`src/hw/rtl/ggc_pkg.sv`:
```
`timescale 1ns / 1ps
// ----------------------------------------------------------------------------
// ggc_pkg: shared types and constants of the gate gain computer
// Sequencer states, register indexes, field widths and reset values.
// ----------------------------------------------------------------------------
package ggc_pkg;

    // defaults of the top level parameters
    localparam int HYSTERESIS_DB_DEF = 1536;
    localparam int HOLD_BITS_DEF     = 20;

    // port and datapath widths
    localparam int LEVEL_W     = 16;
    localparam int GAIN_W      = 24;
    localparam int TDATA_IN_W  = 16;
    localparam int TDATA_OUT_W = 24;
    localparam int CFG_IDX_W   = 3;
    localparam int CFG_DATA_W  = 20;
    localparam int MUL_A_W     = 32;
    localparam int MUL_B_W     = 18;
    localparam int PROD_W      = MUL_A_W + MUL_B_W;
    localparam int QUO_W       = 28;
    localparam int REM_W       = 17;
    localparam int CNT_W       = 5;

    // arithmetic constants
    localparam logic [13:0]        KNEE_MAX  = 14'd12800;
    localparam logic [16:0]        ONE_Q16   = 17'h10000;
    localparam logic [17:0]        THREE_Q16 = 18'h30000;
    localparam logic [CNT_W-1:0]   BIN_DIV_STEPS = 5'd16;
    localparam logic [CNT_W-1:0]   EXP_DIV_STEPS = 5'd28;

    // mode register bits
    localparam int MODE_DUCK_BIT   = 0;
    localparam int MODE_LINREL_BIT = 1;
    localparam int MODE_BINARY_BIT = 2;

    // register reset values
    localparam logic signed [15:0] THRESHOLD_RST = 16'shD800;   // -40 dB
    localparam logic [19:0]        HOLD_RST      = 20'd0;
    localparam logic signed [15:0] RANGE_RST     = 16'shB000;   // -80 dB
    localparam logic [13:0]        KNEE_RST      = 14'd0;
    localparam logic [14:0]        SLOPE_RST     = 15'd256;
    localparam logic [15:0]        ATTACK_RST    = 16'd60000;
    localparam logic [15:0]        RELEASE_RST   = 16'd65000;
    localparam logic [2:0]         MODE_RST      = 3'd4;
    localparam logic signed [GAIN_W-1:0] GAIN_RST = 24'shB00000; // reset range in Q8.16

    typedef enum logic [CFG_IDX_W-1:0] {
        REG_THRESHOLD,
        REG_HOLD,
        REG_RANGE,
        REG_KNEE,
        REG_SLOPE,
        REG_ATTACK,
        REG_RELEASE,
        REG_MODE
    } reg_idx_t;

    typedef enum logic [4:0] {
        ST_IDLE,
        ST_GATE,
        ST_DIV,
        ST_NSQ,
        ST_OPN,
        ST_OPQ,
        ST_TGT,
        ST_TGQ,
        ST_DSQ,
        ST_SDD,
        ST_SDV,
        ST_EXQ,
        ST_SLP,
        ST_SLQ,
        ST_RAMP,
        ST_RMUL,
        ST_RAPP,
        ST_OUT
    } state_t;

endpackage

```
`src/hw/rtl/gate_gain_computer.sv`:
```
// Paths: from an accepted word to its result word, an expander word above
// its knee or in hold that needs no ramp multiply takes the short path, the
// expander soft knee the long one.
// Flow: a new word is taken only once the last one is in the output register;
// the shared divider dominates the long paths, retiring one quotient bit per cycle (16 bits soft gate, 28 expander).
// Reset: synchronous, active low; clears the sequencer, gate state, output
// valid and loads the register defaults; gain starts at the default range.
`timescale 1ns / 1ps
// ----------------------------------------------------------------------------
// gate_gain_computer: noise gate / downward expander gain computer
// Hysteresis gate with hold counter, hard/smoothstep knee gate or quadratic
// knee expander, attack/release smoothing, all on one shared multiplier and
// one shared restoring divider run by a small sequencer.
// ----------------------------------------------------------------------------
module gate_gain_computer #(
    parameter int HYSTERESIS_DB = ggc_pkg::HYSTERESIS_DB_DEF,
    parameter int HOLD_BITS     = ggc_pkg::HOLD_BITS_DEF
) (
    input  logic                              aclk,
    input  logic                              aresetn,
    // input stream
    input  logic                              s_tvalid,
    output logic                              s_tready,
    input  logic [ggc_pkg::TDATA_IN_W-1:0]    s_tdata,   // [15:0] level_db
    // result stream
    output logic                              m_tvalid,
    input  logic                              m_tready,
    output logic [ggc_pkg::TDATA_OUT_W-1:0]   m_tdata,   // [15:0] gain_db, [16] gate_is_open
    // configuration write channel
    input  logic                              cfg_valid,
    output logic                              cfg_ready,
    input  logic [ggc_pkg::CFG_IDX_W-1:0]     cfg_index,
    input  logic [ggc_pkg::CFG_DATA_W-1:0]    cfg_data
);

    localparam int GW = ggc_pkg::GAIN_W;
    localparam logic signed [17:0] HYST = 18'(HYSTERESIS_DB);
    localparam logic [31:0] HOLD_MAX = 32'((64'd1 << HOLD_BITS) - 64'd1);

    // ---------------- configuration registers ----------------
    logic signed [15:0] threshold_reg;
    logic [19:0]        hold_samples_reg;
    logic signed [15:0] range_reg;
    logic [13:0]        knee_reg;
    logic [14:0]        slope_reg;
    logic [15:0]        attack_reg;
    logic [15:0]        release_reg;
    logic [2:0]         mode_reg;

    // ---------------- sequencer and datapath state ----------------
    ggc_pkg::state_t state_reg, state_next;
    logic                          open_reg, open_next;
    logic [HOLD_BITS-1:0]          hold_reg, hold_next;
    logic signed [GW-1:0]          gain_reg, gain_next;
    logic signed [GW-1:0]          target_reg, target_next;
    logic signed [15:0]            level_reg, level_next;
    logic [16:0]                   open_q_reg, open_q_next;
    logic [14:0]                   d_reg, d_next;
    logic [17:0]                   over_mag_reg, over_mag_next;
    logic [24:0]                   diff_mag_reg, diff_mag_next;
    logic [15:0]                   coef_reg, coef_next;
    logic                          up_reg, up_next;
    logic [ggc_pkg::PROD_W-1:0]    prod_reg, prod_next;
    logic [ggc_pkg::REM_W-1:0]     rem_reg, rem_next;
    logic [ggc_pkg::QUO_W-1:0]     quo_reg, quo_next;
    logic [ggc_pkg::REM_W-1:0]     dvs_reg, dvs_next;
    logic [ggc_pkg::CNT_W-1:0]     cnt_reg, cnt_next;
    logic                          div_exp_reg, div_exp_next;
    logic                          m_valid_reg, m_valid_next;
    logic [15:0]                   m_gain_reg, m_gain_next;
    logic                          m_open_reg, m_open_next;

    // ---------------- derived configuration ----------------
    logic                 duck, linear_rel, binary;
    logic [13:0]          knee_eff;
    logic signed [15:0]   rng_eff;
    logic signed [GW-1:0] rng16;
    logic [15:0]          rng_neg;
    logic [GW-1:0]        rng_mag;
    logic [HOLD_BITS-1:0] hold_load;

    assign duck       = mode_reg[ggc_pkg::MODE_DUCK_BIT];
    assign linear_rel = mode_reg[ggc_pkg::MODE_LINREL_BIT];
    assign binary     = mode_reg[ggc_pkg::MODE_BINARY_BIT];
    // clamp knee to its widest setting and range to at most 0 dB
    assign knee_eff   = (knee_reg > ggc_pkg::KNEE_MAX) ? ggc_pkg::KNEE_MAX : knee_reg;
    assign rng_eff    = range_reg[15] ? range_reg : 16'sd0;
    assign rng16      = signed'({rng_eff, 8'h00});
    assign rng_neg    = 16'd0 - 16'(rng_eff);
    assign rng_mag    = {rng_neg, 8'h00};
    // saturate the hold time to the counter capacity
    assign hold_load  = HOLD_BITS'((32'(hold_samples_reg) > HOLD_MAX) ? HOLD_MAX
                                                                      : 32'(hold_samples_reg));

    // ---------------- configuration port ----------------
    // Writes must only arrive while the block is idle; the block does not enforce it and takes them at once.
    assign cfg_ready = 1'b1;

    always_ff @(posedge aclk) begin
        if (!aresetn) begin
            threshold_reg    <= ggc_pkg::THRESHOLD_RST;
            hold_samples_reg <= ggc_pkg::HOLD_RST;
            range_reg        <= ggc_pkg::RANGE_RST;
            knee_reg         <= ggc_pkg::KNEE_RST;
            slope_reg        <= ggc_pkg::SLOPE_RST;
            attack_reg       <= ggc_pkg::ATTACK_RST;
            release_reg      <= ggc_pkg::RELEASE_RST;
            mode_reg         <= ggc_pkg::MODE_RST;
        end else if (cfg_valid && cfg_ready) begin
            unique case (ggc_pkg::reg_idx_t'(cfg_index))
                ggc_pkg::REG_THRESHOLD: threshold_reg    <= signed'(cfg_data[15:0]);
                ggc_pkg::REG_HOLD:      hold_samples_reg <= cfg_data[19:0];
                ggc_pkg::REG_RANGE:     range_reg        <= signed'(cfg_data[15:0]);
                ggc_pkg::REG_KNEE:      knee_reg         <= cfg_data[13:0];
                ggc_pkg::REG_SLOPE:     slope_reg        <= cfg_data[14:0];
                ggc_pkg::REG_ATTACK:    attack_reg       <= cfg_data[15:0];
                ggc_pkg::REG_RELEASE:   release_reg      <= cfg_data[15:0];
                ggc_pkg::REG_MODE:      mode_reg         <= cfg_data[2:0];
                default: ;
            endcase
        end
    end

    // ---------------- gate comparator with hold counter ----------------
    logic                 lvl_ge_thr, lvl_ge_close;
    logic                 open_g, holding_g;
    logic [HOLD_BITS-1:0] hold_g;

    assign lvl_ge_thr   = level_reg >= threshold_reg;
    assign lvl_ge_close = 18'(level_reg) >= (18'(threshold_reg) - HYST);

    always_comb begin
        open_g = open_reg;
        hold_g = hold_reg;
        if (!open_reg && lvl_ge_thr) begin
            open_g = 1'b1;
            hold_g = hold_load;
        end else if (open_reg) begin
            if (lvl_ge_close) begin
                hold_g = hold_load;             // level still up: re-arm hold
            end else if (hold_reg != '0) begin
                hold_g = hold_reg - 1'b1;       // count the hold down
            end else begin
                open_g = 1'b0;                  // hold ran out: close
            end
        end
    end

    assign holding_g = open_g && (hold_g != '0);

    // ---------------- knee geometry ----------------
    // Gate soft knee: n = num / den with num = 2*(level - thr) + knee.
    logic signed [16:0] lvl_m_thr;
    logic signed [18:0] num_w, den_s;
    logic [14:0]        den_w;
    // Expander: level reflected about the threshold when ducking.
    logic signed [18:0] lev_w, over_w;
    logic [17:0]        over_mag_w;
    logic               in_knee;
    logic signed [20:0] d_w;

    assign lvl_m_thr  = 17'(level_reg) - 17'(threshold_reg);
    assign num_w      = (19'(lvl_m_thr) <<< 1) + signed'(19'(knee_eff));
    assign den_w      = {knee_eff, 1'b0};
    assign den_s      = signed'(19'(den_w));
    assign lev_w      = duck ? ((19'(threshold_reg) <<< 1) - 19'(level_reg)) : 19'(level_reg);
    assign over_w     = lev_w - 19'(threshold_reg);
    assign over_mag_w = over_w[18] ? 18'(-over_w) : over_w[17:0];
    // inside the knee when twice the distance to the threshold fits the knee
    assign in_knee    = (knee_eff != '0) && ({over_mag_w, 1'b0} <= 19'(knee_eff));
    assign d_w        = signed'(21'(knee_eff)) - (21'(over_w) <<< 1);

    // ---------------- shared multiplier ----------------
    // Operands are picked by state from registered values; the product is
    // always registered before anyone looks at it.
    logic [ggc_pkg::MUL_A_W-1:0] mul_a;
    logic [ggc_pkg::MUL_B_W-1:0] mul_b;
    logic                        mul_en;
    logic [16:0]                 tgt_b;

    // duck inverts openness, so the gain factor (1 - openness) flips too
    assign tgt_b = duck ? open_q_reg : (ggc_pkg::ONE_Q16 - open_q_reg);

    always_comb begin
        mul_a  = '0;
        mul_b  = '0;
        mul_en = 1'b1;
        unique case (state_reg)
            ggc_pkg::ST_NSQ: begin
                mul_a = 32'(quo_reg[15:0]);
                mul_b = 18'(quo_reg[15:0]);
            end
            ggc_pkg::ST_OPN: begin
                mul_a = prod_reg[31:0];
                mul_b = ggc_pkg::THREE_Q16 - {1'b0, quo_reg[15:0], 1'b0};
            end
            ggc_pkg::ST_TGT: begin
                mul_a = 32'(rng_mag);
                mul_b = 18'(tgt_b);
            end
            ggc_pkg::ST_DSQ: begin
                mul_a = 32'(d_reg);
                mul_b = 18'(d_reg);
            end
            ggc_pkg::ST_SDD: begin
                mul_a = prod_reg[31:0];
                mul_b = 18'(slope_reg);
            end
            ggc_pkg::ST_SLP: begin
                mul_a = 32'(over_mag_reg);
                mul_b = 18'(slope_reg);
            end
            ggc_pkg::ST_RMUL: begin
                mul_a = 32'(diff_mag_reg);
                mul_b = 18'(coef_reg);
            end
            default: mul_en = 1'b0;
        endcase
    end

    // ---------------- shared restoring divider, one bit per cycle ----------------
    logic [ggc_pkg::REM_W:0] div_t, div_sub;
    logic                    div_ge;

    assign div_t   = {rem_reg, quo_reg[ggc_pkg::QUO_W-1]};
    assign div_ge  = div_t >= {1'b0, dvs_reg};
    assign div_sub = div_t - {1'b0, dvs_reg};

    // ---------------- target and ramp arithmetic ----------------
    logic [39:0]          tgq_sum;
    logic [GW-1:0]        tgq_mag;
    logic signed [24:0]   diff_w;
    logic [24:0]          diff_mag_w;
    logic signed [25:0]   lin_w, rapp_w, step_w;

    // floor of a negative product: round the magnitude up
    assign tgq_sum    = prod_reg[39:0] + 40'hFFFF;
    assign tgq_mag    = tgq_sum[39:16];
    assign diff_w     = 25'(gain_reg) - 25'(target_reg);
    assign diff_mag_w = diff_w[24] ? 25'(-diff_w) : diff_w;
    assign lin_w      = 26'(gain_reg) - signed'(26'({release_reg, 8'h00}));
    // scaled distance, truncated toward zero
    assign step_w     = signed'(26'(prod_reg[40:16]));
    assign rapp_w     = up_reg ? (26'(target_reg) - step_w) : (26'(target_reg) + step_w);

    // ---------------- sequencer ----------------
    always_ff @(posedge aclk) begin
        if (!aresetn) begin
            state_reg   <= ggc_pkg::ST_IDLE;
            open_reg    <= 1'b0;
            hold_reg    <= '0;
            gain_reg    <= ggc_pkg::GAIN_RST;
            m_valid_reg <= 1'b0;
        end else begin
            state_reg   <= state_next;
            open_reg    <= open_next;
            hold_reg    <= hold_next;
            gain_reg    <= gain_next;
            m_valid_reg <= m_valid_next;
        end
    end

    always_ff @(posedge aclk) begin
        target_reg   <= target_next;
        level_reg    <= level_next;
        open_q_reg   <= open_q_next;
        d_reg        <= d_next;
        over_mag_reg <= over_mag_next;
        diff_mag_reg <= diff_mag_next;
        coef_reg     <= coef_next;
        up_reg       <= up_next;
        prod_reg     <= prod_next;
        rem_reg      <= rem_next;
        quo_reg      <= quo_next;
        dvs_reg      <= dvs_next;
        cnt_reg      <= cnt_next;
        div_exp_reg  <= div_exp_next;
        m_gain_reg   <= m_gain_next;
        m_open_reg   <= m_open_next;
    end

    always_comb begin
        state_next    = state_reg;
        open_next     = open_reg;
        hold_next     = hold_reg;
        gain_next     = gain_reg;
        target_next   = target_reg;
        level_next    = level_reg;
        open_q_next   = open_q_reg;
        d_next        = d_reg;
        over_mag_next = over_mag_reg;
        diff_mag_next = diff_mag_reg;
        coef_next     = coef_reg;
        up_next       = up_reg;
        prod_next     = mul_en ? (50'(mul_a) * 50'(mul_b)) : prod_reg;
        rem_next      = rem_reg;
        quo_next      = quo_reg;
        dvs_next      = dvs_reg;
        cnt_next      = cnt_reg;
        div_exp_next  = div_exp_reg;
        m_valid_next  = m_valid_reg;
        m_gain_next   = m_gain_reg;
        m_open_next   = m_open_reg;

        // drop the output word once the sink takes it
        if (m_valid_reg && m_tready) begin
            m_valid_next = 1'b0;
        end

        unique case (state_reg)
            ggc_pkg::ST_IDLE: begin
                if (s_tvalid) begin
                    level_next = s_tdata;
                    state_next = ggc_pkg::ST_GATE;
                end
            end

            // update the gate and pick the target path
            ggc_pkg::ST_GATE: begin
                open_next = open_g;
                hold_next = hold_g;
                if (binary) begin
                    if (holding_g) begin
                        open_q_next = ggc_pkg::ONE_Q16;
                        state_next  = ggc_pkg::ST_TGT;
                    end else if (knee_eff == '0) begin
                        open_q_next = open_g ? ggc_pkg::ONE_Q16 : 17'd0;
                        state_next  = ggc_pkg::ST_TGT;
                    end else if (num_w <= 19'sd0) begin
                        open_q_next = 17'd0;
                        state_next  = ggc_pkg::ST_TGT;
                    end else if (num_w >= den_s) begin
                        open_q_next = ggc_pkg::ONE_Q16;
                        state_next  = ggc_pkg::ST_TGT;
                    end else begin
                        // n = (num << 16) / den: num < den, so 16 quotient bits
                        rem_next     = ggc_pkg::REM_W'(num_w[14:0]);
                        quo_next     = '0;
                        dvs_next     = ggc_pkg::REM_W'(den_w);
                        cnt_next     = ggc_pkg::BIN_DIV_STEPS;
                        div_exp_next = 1'b0;
                        state_next   = ggc_pkg::ST_DIV;
                    end
                end else begin
                    if (holding_g) begin
                        target_next = duck ? rng16 : '0;
                        state_next  = ggc_pkg::ST_RAMP;
                    end else if (in_knee) begin
                        d_next     = d_w[14:0];
                        state_next = ggc_pkg::ST_DSQ;
                    end else if (!over_w[18]) begin
                        target_next = '0;
                        state_next  = ggc_pkg::ST_RAMP;
                    end else begin
                        over_mag_next = over_mag_w;
                        state_next    = ggc_pkg::ST_SLP;
                    end
                end
            end

            ggc_pkg::ST_DIV: begin
                rem_next = div_ge ? div_sub[ggc_pkg::REM_W-1:0] : div_t[ggc_pkg::REM_W-1:0];
                quo_next = {quo_reg[ggc_pkg::QUO_W-2:0], div_ge};
                cnt_next = cnt_reg - 1'b1;
                if (cnt_reg == ggc_pkg::CNT_W'(1)) begin
                    state_next = div_exp_reg ? ggc_pkg::ST_EXQ : ggc_pkg::ST_NSQ;
                end
            end

            // smoothstep: openness = n*n*(3 - 2n)
            ggc_pkg::ST_NSQ: state_next = ggc_pkg::ST_OPN;
            ggc_pkg::ST_OPN: state_next = ggc_pkg::ST_OPQ;
            ggc_pkg::ST_OPQ: begin
                open_q_next = prod_reg[48:32];
                state_next  = ggc_pkg::ST_TGT;
            end
            ggc_pkg::ST_TGT: state_next = ggc_pkg::ST_TGQ;
            ggc_pkg::ST_TGQ: begin
                target_next = GW'(24'd0 - tgq_mag);
                state_next  = ggc_pkg::ST_RAMP;
            end

            // expander knee: slope * d * d / (8 * knee)
            ggc_pkg::ST_DSQ: state_next = ggc_pkg::ST_SDD;
            ggc_pkg::ST_SDD: state_next = ggc_pkg::ST_SDV;
            ggc_pkg::ST_SDV: begin
                // quotient stays below 2^28, so the top bits seed the remainder
                rem_next     = prod_reg[44:28];
                quo_next     = prod_reg[27:0];
                dvs_next     = {knee_eff, 3'b000};
                cnt_next     = ggc_pkg::EXP_DIV_STEPS;
                div_exp_next = 1'b1;
                state_next   = ggc_pkg::ST_DIV;
            end
            ggc_pkg::ST_EXQ: begin
                target_next = ({1'b0, quo_reg} > 29'(rng_mag)) ? rng16
                                                               : GW'(24'd0 - quo_reg[23:0]);
                state_next  = ggc_pkg::ST_RAMP;
            end

            // below the knee: slope * (level - thr), floored at range
            ggc_pkg::ST_SLP: state_next = ggc_pkg::ST_SLQ;
            ggc_pkg::ST_SLQ: begin
                target_next = (prod_reg > ggc_pkg::PROD_W'(rng_mag)) ? rng16
                                                                   : GW'(24'd0 - prod_reg[23:0]);
                state_next  = ggc_pkg::ST_RAMP;
            end

            // attack when rising, release when falling
            ggc_pkg::ST_RAMP: begin
                if (diff_w == 25'sd0) begin
                    state_next = ggc_pkg::ST_OUT;
                end else if (diff_w[24]) begin
                    diff_mag_next = diff_mag_w;
                    coef_next     = attack_reg;
                    up_next       = 1'b1;
                    state_next    = ggc_pkg::ST_RMUL;
                end else if (linear_rel) begin
                    gain_next  = (lin_w > 26'(target_reg)) ? lin_w[GW-1:0] : target_reg;
                    state_next = ggc_pkg::ST_OUT;
                end else begin
                    diff_mag_next = diff_mag_w;
                    coef_next     = release_reg;
                    up_next       = 1'b0;
                    state_next    = ggc_pkg::ST_RMUL;
                end
            end
            ggc_pkg::ST_RMUL: state_next = ggc_pkg::ST_RAPP;
            ggc_pkg::ST_RAPP: begin
                gain_next  = rapp_w[GW-1:0];
                state_next = ggc_pkg::ST_OUT;
            end

            // hold until the output register is free, then load it
            ggc_pkg::ST_OUT: begin
                if (!m_valid_reg || m_tready) begin
                    m_valid_next = 1'b1;
                    m_gain_next  = gain_reg[GW-1] ? gain_reg[GW-1:8] : 16'd0;
                    m_open_next  = open_reg;
                    state_next   = ggc_pkg::ST_IDLE;
                end
            end

            default: state_next = ggc_pkg::ST_IDLE;
        endcase
    end

    // ---------------- ports ----------------
    assign s_tready = (state_reg == ggc_pkg::ST_IDLE);
    assign m_tvalid = m_valid_reg;
    assign m_tdata  = {7'd0, m_open_reg, m_gain_reg};

endmodule

```
`config.mk`:
```
export PLATFORM = sky130hd
export DESIGN_NAME = gate_gain_computer
export DESIGN_NICKNAME = d
export VERILOG_FILES = /design/src/hw/rtl/ggc_pkg.sv /design/src/hw/rtl/gate_gain_computer.sv
export SDC_FILE = /design/constraint.sdc
export NUM_CORES = 2
export LEC_CHECK = 0
export ABC_AREA = 1
export CORE_MARGIN = 4
export CORE_UTILIZATION = 50
export DETAILED_ROUTE_END_ITERATION = 8
export DONT_BUFFER_PORTS = 1
export PLACE_DENSITY_LB_ADDON = 0.15
export SETUP_SLACK_MARGIN = 0.05
export SYNTH_ARGS = -nofsm -noshare
export SYNTH_HDL_FRONTEND = slang
export SYNTH_SLANG_ARGS = --single-unit
```
`constraint.sdc`:
```
create_clock -name aclk -period 20.3 [get_ports aclk]
set_input_delay 1.015 -clock aclk [delete_from_list [all_inputs] [get_ports aclk]]
set_output_delay 1.015 -clock aclk [all_outputs]
set_load 0.005 [all_outputs]
```
==> summary.md <==
| Metric | Value |
|---|---|
| Share of cells above drive strength 1 | `3.65%` |
| Critical Path AT | `between 9000 and 10000 ps` |
| Row cnt | `118` |
| Post-CTS Setup Inserts | `0` |
| Synth Flop Type | `edfxtp_1` |
| Seq cells post-synth | `433` |
| Largest net degree at the start of global routing | `140` |
| Gpl congestion | `roughly 1.1` |
| Power density cells | `roughly 110 nW/um^2` |
| Number of global-route vias before repair | `45600` |
| Final wirelength | `around 190 mm` |
| Slew HR | `roughly 5.4%` |
| Setup crit start kind | `flip-flop` |
| Cells after synthesis | `7031` |
| Clock Skews | `52.2 ps` |
| Critical path type | `reg -> reg` |
| Sequential element share of the synthesized area | `21.8%` |
| Min-delay worst type | `reg -> reg` |
| Synth async-reset ratio | `0%` |
| GRT Residual Overflow | `0` |
| Yosys top cell by area | `fa_1` |
| CTS Hold Bufs | `0` |
| R2R Setup Slk | `about 11000 ps` |
| Detailed-placement wirelength estimate | `about 150 mm` |
| Status | `finished clean` |
| CP endpoint kind | `flip-flop` |
| DR DRC count | `0` |
| CTS resizes | `0` |
| F_max | `0.105 GHz` |
| Crit path top cell by count | `inv_1` |
| Mean Syn Cell Area | `7.40 um^2` |
| Final period utilization | `47.0%` |
| Max incr delay on CP | `about 770 ps` |
| Die ar. | `109000 um^2` |
| Clock Sinks | `433` |
| Die width | `between 300 and 400 um` |
| Port bufs | `0` |
| Req. time, crit path | `around 21000 ps` |
| # IOs | `71` |
| Finished Layout Cells | `about 8400` |
| Fin crit period | `9540 ps` |
| Final hold slack | `455 ps` |
| RSZ-0062 raised after global routing | `false` |
| Max reg flops | `50` |
| Clock Latency Late Sink | `640 ps` |
| Initial antenna violation count | `3` |
| Least-Margin Pin Slew | `1400 ps` |
| Nets | `just under 8000` |
| Routed WL per cell | `22.7 um` |
| Final hold vios | `0` |
| Netlist cell types | `78` |
| CTS tree | `yes` |
| Setup TNS | `0 ps` |
| Total GRT Usage | `34.6%` |
| Vias | `slightly below 50000` |
| Mapped Area | `52000 um^2` |
| Crit-path slowest cell | `nor4_2` |
| Core area | `103000 um^2` |
| Synth-to-layout area growth | `5.92%` |
| Synth warn | `0` |
| Initial drt markers | `~5200` |
| Maximum buffer depth of the clock tree | `3` |
| Post-placement cell count | `8279` |
| Vias per cell | `5.74` |
| Maximum VDD drop | `0.0000785 V` |
| CTS H-Tree Depth | `2` |
| Post-synth EDFFs | `266` |
| Yosys top cell area share | `approximately a fifth` |
| Max cap viols | `0` |
| CTS root buf | `clkbuf_16` |
| DRT Pass-1 Iters | `6` |
| Initial Util | `between 50% and 60%` |
| Die Height | `330 um` |
| Ranking of synthesized cells by area | `fa_1 19%, edfxtp_1 15%, nand2_1 11%, inv_1 9.6%, ha_1 9.1%` |
| Fin. max-slew vios | `0` |
| Global-route wire length before repair | `284 mm` |
| Leakage dissipation | `~27 nW` |
| Final setup fails | `0` |
| CTS Buf Count | `49` |
| Crit-path max FO | `19` |
| Final ANT Viol Nets | `0` |
| Clock-pin transition on the worst setup and hold timing paths | `70 ps` |
per-stage QoR:
stage / setup WS, ps / util, % / power, mW / area, um^2
2_1_floorplan: 12700 / - / 3.60 / 52000
3_3_place_gp: 10210 / 51.7 / 4.76 / 53500
3_5_place_dp: 11000 / 51.8 / 4.79 / 53500
4_1_cts: 10910 / 53.3 / 5.71 / 55100
5_1_grt: 10300 / 53.3 / 6.18 / 55100
6_report: 10760 / 53.3 / 5.80 / 55100
cell usage after synthesis, types with 20 or more instances:
cell type  count
xor2_1       200
xnor2_1       61
o22ai_1       30
nor2_1       754
a31oi_1       20
clkbuf_1     160
o211ai_1      48
buf_2         28
edfxtp_1     266
o21ai_0      403
nand3_1      268
nor3_1        82
fa_1         489
nand2_1     1496
a21oi_1      422
nand4_1       96
nor4_1        27
dfxtp_1      167
inv_1       1335
ha_1         377
cell usage in the layout, fill, tap and decap left out, types with 14 or more instances in the layout:
master | Yosys | routed
a21oi_1 | 422 | 420
nand3b_1 | 16 | 16
a31oi_1 | 20 | 19
a22o_1 | 15 | 15
ha_1 | 377 | 377
nand4_1 | 96 | 96
o221ai_1 | 15 | 14
edfxtp_1 | 266 | 266
buf_4 | 15 | 84
xor2_1 | 200 | 200
nor2_1 | 754 | 748
nand3_1 | 268 | 268
o22ai_1 | 30 | 30
dfxtp_1 | 167 | 166
nand2_1 | 1496 | 1495
fa_1 | 489 | 489
clkbuf_16 | 0 | 49
o21bai_1 | 16 | 16
nor4_1 | 27 | 25
o21ai_0 | 403 | 403
nor3_1 | 82 | 77
inv_1 | 1335 | 1335
clkbuf_1 | 160 | 20
xnor2_1 | 61 | 61
o211ai_1 | 48 | 48
path summary, 6_finish.rpt:
kind	startpoint	end	cells past startpoint
worst max-delay path	range_reg[15]	prod_reg[45]	36
worst min-delay path	hold_load[6]	hold_load[6]	2
worst max register to register	range_reg[15]	prod_reg[45]	36
worst min register to register	hold_load[6]	hold_load[6]	2
routing by layer:
metal	track usage, %	routed length (um)	vias up
met4	11.2	7420	0
met2	52.6	82000	2224
li1	-	-	22200
met3	7.20	19100	384
met5	0	0	-
met1	49.5	81500	23300
worst max-delay path: cells and delay by family (launching register included):
family	cells	cell delay [ps]
AO/OA/AOI/OAI	7	1300
flip-flops	1	760
XOR/XNOR	2	490
buffers and inverters	12	1590
adder cells (fa/ha/maj)	7	3380
AND/OR/NAND/NOR	8	1700
cell type report:
cell class	count	area, um^2
antenna	2	5.00
clock buffer	75	1380
clock inverter	17	191
fill	10300	48300
inverter	1357	5100
multi-input combinational	5025	34700
sequential	433	11300
tap	1380	1730
timing repair buffer	84	631
power breakdown:
group / internal (mW) / switching (mW) / leakage [nW]
Clock: 0.509 / 0.399 / 0.762
Combinational: 1.00 / 2.45 / 22.9
Sequential: 1.18 / 0.256 / 3.81
Total: 2.69 / 3.11 / 27.4
logic make-up after synthesis:
kind of cell,share of synthesized area [%]
flops,21.8
compound gates,11.7
fa+ha+maj,27.9
xor+xnor,4.46
other cells,0.0144
buf+inv,11.7
simple gates,22.5
No activity file was read; power rests on OpenSTA's default activity.
